--- src/sv/hhd_pkg.sv ---
// ----------------------------------------------------------------------------
// hhd_pkg
// Shared types and constants for the HCI H4 packet deframer.
// ----------------------------------------------------------------------------
`default_nettype none

package hhd_pkg;

  localparam int MAX_PACKET_BYTES_DEF = 1024;

  // Byte counter and packet total width: largest total is 65535 + 5.
  localparam int CNT_W = 17;

  localparam logic [7:0] TYPE_ACL = 8'h02;
  localparam logic [7:0] TYPE_EVT = 8'h04;

  localparam logic [CNT_W-1:0] ACL_HDR_BYTES = CNT_W'(5);
  localparam logic [CNT_W-1:0] EVT_HDR_BYTES = CNT_W'(3);

  typedef struct packed {
    logic [7:0] data_byte;
    logic       is_event;
    logic       first_byte;
    logic       last_byte;
    logic       truncated;
  } result_t;

endpackage

`default_nettype wire

--- src/sv/hhd_byte_if.sv ---
// ----------------------------------------------------------------------------
// hhd_byte_if
// Valid/ready channel carrying one received UART byte per request.
// ----------------------------------------------------------------------------
`default_nettype none

interface hhd_byte_if;
  logic       valid;
  logic       ready;
  logic [7:0] rx_byte;

  modport source (output valid, output rx_byte, input ready);
  modport sink   (input valid, input rx_byte, output ready);
endinterface

`default_nettype wire

--- src/sv/hhd_pkt_if.sv ---
// ----------------------------------------------------------------------------
// hhd_pkt_if
// Valid/ready channel carrying one framed packet byte with its marks.
// ----------------------------------------------------------------------------
`default_nettype none

interface hhd_pkt_if;
  logic       valid;
  logic       ready;
  logic [7:0] data_byte;
  logic       is_event;
  logic       first_byte;
  logic       last_byte;
  logic       truncated;

  modport source (output valid, output data_byte, output is_event, output first_byte,
                  output last_byte, output truncated, input ready);
  modport sink   (input valid, input data_byte, input is_event, input first_byte,
                  input last_byte, input truncated, output ready);
endinterface

`default_nettype wire

--- src/sv/hhd_framer.sv ---
// ----------------------------------------------------------------------------
// hhd_framer
// Framing state: type hunting, header length capture, payload counting.
// ----------------------------------------------------------------------------
`default_nettype none

module hhd_framer
  import hhd_pkg::*;
#(
  parameter int MAX_PACKET_BYTES = MAX_PACKET_BYTES_DEF
) (
  input  wire logic       clk,
  input  wire logic       rst,
  input  wire logic       accept,
  input  wire logic [7:0] rx_byte,
  output logic            emit,
  output result_t         result
);

  localparam logic [CNT_W-1:0] CAP = CNT_W'(MAX_PACKET_BYTES);

  typedef enum logic [1:0] {
    PH_HUNT    = 2'd0,
    PH_HEADER  = 2'd1,
    PH_PAYLOAD = 2'd2
  } phase_t;

  phase_t           phase, phase_next;
  logic             kind_is_event, kind_is_event_next;
  logic [CNT_W-1:0] byte_count, byte_count_next;
  logic [7:0]       length_low, length_low_next;
  logic [CNT_W-1:0] packet_total, packet_total_next;
  logic             was_capped, was_capped_next;

  logic [CNT_W-1:0] cnt_inc;
  logic [CNT_W-1:0] hdr_len;
  logic [CNT_W-1:0] len_val;
  logic [CNT_W-1:0] sum;
  logic [CNT_W-1:0] cap_eff;
  logic             set_len;
  logic             over;
  logic [CNT_W-1:0] total_eff;
  logic             capped_eff;

  always_comb begin
    cnt_inc = byte_count + CNT_W'(1);
    hdr_len = kind_is_event ? EVT_HDR_BYTES : ACL_HDR_BYTES;
    // event length is byte 2; ACL length completes at byte 4 (little-endian)
    set_len = kind_is_event ? (byte_count == CNT_W'(2)) : (byte_count == CNT_W'(4));
    len_val = kind_is_event ? CNT_W'(rx_byte) : CNT_W'({rx_byte, length_low});
    sum     = hdr_len + len_val;
    cap_eff = (CAP < hdr_len) ? hdr_len : CAP;
    over    = sum > cap_eff;
    if (phase == PH_HEADER && set_len) begin
      total_eff  = over ? cap_eff : sum;
      capped_eff = over;
    end else begin
      total_eff  = packet_total;
      capped_eff = was_capped;
    end
  end

  always_comb begin
    phase_next         = phase;
    kind_is_event_next = kind_is_event;
    byte_count_next    = byte_count;
    length_low_next    = length_low;
    packet_total_next  = packet_total;
    was_capped_next    = was_capped;
    emit               = 1'b0;
    result.data_byte   = rx_byte;
    result.is_event    = kind_is_event;
    result.first_byte  = 1'b0;
    result.last_byte   = 1'b0;
    result.truncated   = 1'b0;

    if (accept) begin
      unique case (phase)
        PH_HEADER, PH_PAYLOAD: begin
          byte_count_next   = cnt_inc;
          packet_total_next = total_eff;
          was_capped_next   = capped_eff;
          emit              = 1'b1;
          if (phase == PH_HEADER && !kind_is_event && byte_count == CNT_W'(3)) begin
            length_low_next = rx_byte;
          end
          if (phase == PH_HEADER && cnt_inc < hdr_len) begin
            // still inside the header
          end else if (cnt_inc >= total_eff) begin
            phase_next       = PH_HUNT;
            result.last_byte = 1'b1;
            result.truncated = capped_eff;
          end else begin
            phase_next = PH_PAYLOAD;
          end
        end
        default: begin
          // hunting; the unused code also hunts
          if (rx_byte == TYPE_ACL || rx_byte == TYPE_EVT) begin
            kind_is_event_next = (rx_byte == TYPE_EVT);
            byte_count_next    = CNT_W'(1);
            length_low_next    = 8'd0;
            packet_total_next  = '0;
            was_capped_next    = 1'b0;
            phase_next         = PH_HEADER;
            emit               = 1'b1;
            result.is_event    = (rx_byte == TYPE_EVT);
            result.first_byte  = 1'b1;
          end else begin
            phase_next = PH_HUNT;
          end
        end
      endcase
    end
  end

  always_ff @(posedge clk) begin
    if (rst) begin
      phase         <= PH_HUNT;
      kind_is_event <= 1'b0;
      byte_count    <= '0;
      length_low    <= 8'd0;
      packet_total  <= '0;
      was_capped    <= 1'b0;
    end else begin
      phase         <= phase_next;
      kind_is_event <= kind_is_event_next;
      byte_count    <= byte_count_next;
      length_low    <= length_low_next;
      packet_total  <= packet_total_next;
      was_capped    <= was_capped_next;
    end
  end

endmodule

`default_nettype wire

--- src/sv/hhd_out_reg.sv ---
// ----------------------------------------------------------------------------
// hhd_out_reg
// Result register: holds one framed byte until downstream takes it.
// ----------------------------------------------------------------------------
`default_nettype none

module hhd_out_reg
  import hhd_pkg::*;
(
  input  wire logic    clk,
  input  wire logic    rst,
  input  wire logic    load,
  input  wire result_t result,
  output logic         can_load,
  hhd_pkt_if.source    pkt
);

  logic    valid;
  result_t held;

  // free when empty or when the held byte leaves this cycle
  assign can_load = !valid || pkt.ready;

  always_ff @(posedge clk) begin
    if (rst) begin
      valid <= 1'b0;
    end else if (load) begin
      valid <= 1'b1;
    end else if (pkt.ready) begin
      valid <= 1'b0;
    end
  end

  always_ff @(posedge clk) begin
    if (load) begin
      held <= result;
    end
  end

  assign pkt.valid      = valid;
  assign pkt.data_byte  = held.data_byte;
  assign pkt.is_event   = held.is_event;
  assign pkt.first_byte = held.first_byte;
  assign pkt.last_byte  = held.last_byte;
  assign pkt.truncated  = held.truncated;

endmodule

`default_nettype wire

--- src/sv/hci_h4_packet_deframer.sv ---
// ----------------------------------------------------------------------------
// hci_h4_packet_deframer
// Frames HCI H4 ACL and event packets out of a UART byte stream.
// ----------------------------------------------------------------------------
//   port  dir  carries
//   rx    in   rx_byte: one UART byte per request
//   pkt   out  data_byte, is_event, first_byte, last_byte, truncated
//
// One byte per cycle unless pkt stalls; a packet byte appears on pkt the
// cycle after it is taken, bytes dropped while hunting produce nothing.
// The single result register decides the rate: rx.ready is high whenever it
// is empty or being drained, so a stalled pkt stalls rx after one byte.
// Reset is synchronous; the deframer comes out of reset hunting for a type.
// ----------------------------------------------------------------------------
`default_nettype none

module hci_h4_packet_deframer
  import hhd_pkg::*;
#(
  parameter int MAX_PACKET_BYTES = MAX_PACKET_BYTES_DEF
) (
  input  wire logic clk,
  input  wire logic rst,
  hhd_byte_if.sink  rx,
  hhd_pkt_if.source pkt
);

  logic    accept;
  logic    emit;
  logic    can_load;
  result_t result;

  assign rx.ready = can_load;
  assign accept   = rx.valid && can_load;

  hhd_framer #(
    .MAX_PACKET_BYTES(MAX_PACKET_BYTES)
  ) u_framer (
    .clk     (clk),
    .rst     (rst),
    .accept  (accept),
    .rx_byte (rx.rx_byte),
    .emit    (emit),
    .result  (result)
  );

  hhd_out_reg u_out_reg (
    .clk      (clk),
    .rst      (rst),
    .load     (emit),
    .result   (result),
    .can_load (can_load),
    .pkt      (pkt)
  );

endmodule

`default_nettype wire

--- src/flat_wrapper.sv ---
// flat-port wrapper written by rule: the top's interface ports become plain ports
module hci_h4_packet_deframer_flat import hhd_pkg::*;
#(
  parameter int MAX_PACKET_BYTES = MAX_PACKET_BYTES_DEF
)
  (clk, rst, rx_valid, rx_rx_byte, rx_ready, pkt_valid, pkt_data_byte, pkt_is_event, pkt_first_byte, pkt_last_byte, pkt_truncated, pkt_ready);
  hhd_byte_if rx_i ();
  hhd_pkt_if pkt_i ();
  input  wire logic clk;
  input  wire logic rst;
  input wire logic [$bits(rx_i.valid)-1:0] rx_valid;
  input wire logic [$bits(rx_i.rx_byte)-1:0] rx_rx_byte;
  output wire logic [$bits(rx_i.ready)-1:0] rx_ready;
  output wire logic [$bits(pkt_i.valid)-1:0] pkt_valid;
  output wire logic [$bits(pkt_i.data_byte)-1:0] pkt_data_byte;
  output wire logic [$bits(pkt_i.is_event)-1:0] pkt_is_event;
  output wire logic [$bits(pkt_i.first_byte)-1:0] pkt_first_byte;
  output wire logic [$bits(pkt_i.last_byte)-1:0] pkt_last_byte;
  output wire logic [$bits(pkt_i.truncated)-1:0] pkt_truncated;
  input wire logic [$bits(pkt_i.ready)-1:0] pkt_ready;
  assign rx_i.valid = rx_valid;
  assign rx_i.rx_byte = rx_rx_byte;
  assign rx_ready = rx_i.ready;
  assign pkt_valid = pkt_i.valid;
  assign pkt_data_byte = pkt_i.data_byte;
  assign pkt_is_event = pkt_i.is_event;
  assign pkt_first_byte = pkt_i.first_byte;
  assign pkt_last_byte = pkt_i.last_byte;
  assign pkt_truncated = pkt_i.truncated;
  assign pkt_i.ready = pkt_ready;
  hci_h4_packet_deframer #(.MAX_PACKET_BYTES(MAX_PACKET_BYTES)) u_core (.clk(clk), .rst(rst), .rx(rx_i), .pkt(pkt_i));
endmodule
--- config.mk ---
export PLATFORM = sky130hd
export DESIGN_NAME = hci_h4_packet_deframer_flat
export DESIGN_NICKNAME = d
export VERILOG_FILES = /design/src/sv/hhd_pkg.sv /design/src/sv/hhd_byte_if.sv /design/src/sv/hhd_pkt_if.sv /design/src/sv/hhd_framer.sv /design/src/sv/hhd_out_reg.sv /design/src/sv/hci_h4_packet_deframer.sv /design/src/flat_wrapper.sv
export SDC_FILE = /design/constraint.sdc
export NUM_CORES = 1
export LEC_CHECK = 0
export BUFFER_PORTS_ARGS = -buffer_cell sky130_fd_sc_hd__buf_2
export CORE_MARGIN = 2
export CORE_UTILIZATION = 25
export CTS_CLUSTER_DIAMETER = 40
export DETAILED_ROUTE_END_ITERATION = 12
export PLACE_DENSITY = 0.37
export SYNTH_ARGS = -nofsm -noshare
export SYNTH_HDL_FRONTEND = slang
export SYNTH_SLANG_ARGS = --single-unit
--- constraint.sdc ---
create_clock -name clk -period 6.79 [get_ports clk]
set_clock_uncertainty 0.05 [all_clocks]
set_input_delay 0.679 -clock clk [delete_from_list [all_inputs] [get_ports clk]]
set_output_delay 0.679 -clock clk [all_outputs]
set_load 0.005 [all_outputs]
==> results.yml <==
run_status:
  status: "complete, no violations"
cells_and_area:
  area_growth_syn_to_layout_pct: 13.2
  nNetsFinal: 520
  post_route_cells_drive_above_1_share_pct: 13.1
  layout.cells.non_filler: 705
  antenna_cells: 0
  final_cell_area_sq_um: 4480
  final_util_pct: 28.6
  final.fill_count: 1730
synth:
  synth-edff-count: 12
  synth.yosys.warnings: 0
  syn_avg_cell_area_sq_um: 8.41
  netlist_top_cells_area: "dfxtp_1, edfxtp_1, ha_1"
  yosysTopAreaCell: "dfxtp_1"
  synthesis.instances: 471
  synth_seq_area_share_pct: 32.9
  yosys-top-cells-count: "nand2_1, dfxtp_1, nor2_1"
  synth.lib_cells_used.distinct: 70
  synth-seq-cells: 59
  synthesis.nets: 507
  synth_ff_type: "dfxtp_1"
  synth_top_area_share_pct: 23.8
  synth_most_common_cell: "nand2_1"
  synth-async-reset-ratio_pct: 0
  mappedNetlistArea_sq_um: 3960
floorplanning:
  initial_core_utilization_pct: 25.3
  io-pin-count: 26
  die_h_microns: 130
  core_area_sq_um: 15700
  floorplan.die_area_sq_um: 16900
  rows: 46
  fp.dieW_microns: 130
place:
  place_inst: 689
  io_buffer_count: 25
  dp.final_hpwl_microns: 8730
  place_area_sq_um: 4190
  final_weighted_congestion_in_routability_driven_placement: 0.789
global_routing:
  grt.total_usage_pct: 14.9
  wire_length_of_the_first_global_routing_pass_microns: 18900
  first_global_vias: 3292
  antenna_violations_before_repair: 0
  grt_max_degree: 37
  gr-total-overflow: 0
drt:
  post-route-drc-count: 0
  drt_iter0_markers: 177
  via_count: 3465
  wirelength_microns: 11900
  postRouteAntennaNets: 0
  vias_per_cell: 4.91
  firstDrtPassIters: 4
  routedWlPerCell_microns: 16.9
critical_path:
  critical_setup_path_class: "reg -> reg"
  critical_path_arrival_ps: 5180
  timing.critical_path.fanout_max: 20
  cp-start-kind: "flop"
  worstPathRequired_ps: 6830
  end_kind: "flop"
min_path:
  min-delay-path-class: "reg -> reg"
sta:
  min_period_over_period_pct: 75.7
  fin_setup_tns_ps: 0
  hold_viol_final: 0
  upper_clock_frequency_limit_mhz: 195
  finalHoldWorstSlack_ps: 391
  period_needed_ps: 5140
  rsz_0062_raised_after_global_routing: "no"
  worstMarginPinSlew_ps: 988
  setup_violations: 0
  final_max_slew_viol_count: 0
  slew_headroom_pct: 33.9
clock_tree:
  cts_htree_levels: 3
  clock_sinks: 59
  postCtsResizedCells: 0
  postCtsSetupBuffers: 0
  holdBufCountCts: 0
  clock_latency_ps: 340
  cts_inserted_buffers: 9
  cts.path.max_buffers: 2
  clk_root_buffer_cell: "clkbuf_16"
  cts_tree: "built"
  cts.reportedPaths.clkPinSlew_ps: 50
job:
  max_cap_violations: 0
power:
  power.ir.vdd_worst_uv: 116
  powerDensity_nw_per_um2: 188
  leakagePower_nw: 1.66
[path summary, 6_finish.rpt]
kind / start / end / slack, ps / cells past startpoint
max: u_core.u_framer.kind_is_event / u_core.u_out_reg.pkt.truncated / 1650 / 18
min: u_core.u_framer.packet_total[8] / u_core.u_framer.packet_total[8] / 390 / 2
max reg2reg: u_core.u_framer.kind_is_event / u_core.u_out_reg.pkt.truncated / 1650 / 18
min reg2reg: u_core.u_framer.packet_total[8] / u_core.u_framer.packet_total[8] / 390 / 2
[state kept, by name (all words and copies together), names as in the netlist, 2 cells and up]
name	count
u_core.u_framer.byte_count	17
u_core.u_framer.packet_total	17
u_core.u_framer.length_low	8
u_core.u_out_reg.pkt.data_byte	8
u_core.u_framer.phase	2
[metal layers]
metal,vias up,part of all wire [%],global-route usage (%)
met5,-,0,0
met4,0,1.3,4.81
met3,10,3.4,2.87
met2,43,44,22.4
met1,1665,51,21.6
li1,1747,-,-
[power by group]
part | internal (mW) | leakage, nW | switching [mW]
Sequential | 0.358 | 0.487 | 0.000215
Combinational | 0.00767 | 1.03 | 0.0212
Clock | 0.290 | 0.143 | 0.165
Total | 0.655 | 1.66 | 0.186
[cell type report]
type                    instances  area [sq um]  area share (%)
clock buffers                  10           239            5.33
multi-input cells             373          2420            54.0
inverters                      13          48.8            1.09
flip-flops and latches         59          1300            29.0
repair buffers                 28           148            3.29
clock inverters                 6          55.1            1.23
well taps                     216           270            6.03
[stage by stage]
stage | power (mW) | setup slack (ps)
after floorplan | 0.381 | 1890
after global placement | 0.394 | 1580
after detailed placement | 0.394 | 1510
after CTS | 0.852 | 1630
after global routing | 0.870 | 1180
final | 0.841 | 1650
[critical path: stages, from the launching register on]
cell and delay [ps]:
dfxtp_1 570, clkinv_1 360, ha_1 490, nor2_1 90, or2_1 280, nor4_1 440, o211ai_1 140, nor4_1 280
o21a_2 400, a22oi_1 140, ha_1 320, a21o_1 180, a21o_1 170, a21oi_1 160, nor2_1 60, nor4_1 180
o311a_1 230, and4b_1 210, and2_1 130
[placed cells by master, fill, tap and decap left out, types with 3 or more instances in the layout]
master      n
nand2_1    55
dfxtp_1    47
nor2_1     43
a21oi_1    34
nand3_1    27
buf_2      25
ha_1       24
and2_1     13
xnor2_1    13
o21ai_0    12
edfxtp_1   12
inv_1      11
nor3_1     10
a22oi_1    10
clkbuf_16   9
nand4_1     8
a21o_1      8
xor2_1      7
o31ai_1     7
nand2b_1    6
o211ai_1    6
nor4_1      6
a31oi_1     6
nor2b_1     5
mux2i_1     5
nor4bb_1    5
or4_1       4
and3_1      4
o21a_1      4
and4_1      3
clkinv_1    3
o22ai_1     3
o21ai_1     3
buf_4       3
[kinds of logic (layout without fill, tap and decap cells)]
family,count (synthesis),count (layout),share of synthesized area [%]
AND/OR/NAND/NOR,214,214,29.0
AO/OA/AOI/OAI,108,108,18.4
flip-flops,59,59,32.9
buffers and inverters,39,57,5.97
adder cells (fa/ha/maj),24,24,7.58
XOR/XNOR,20,20,4.42
multiplexers,7,7,1.83
No activity file was read; power rests on OpenSTA's default activity.
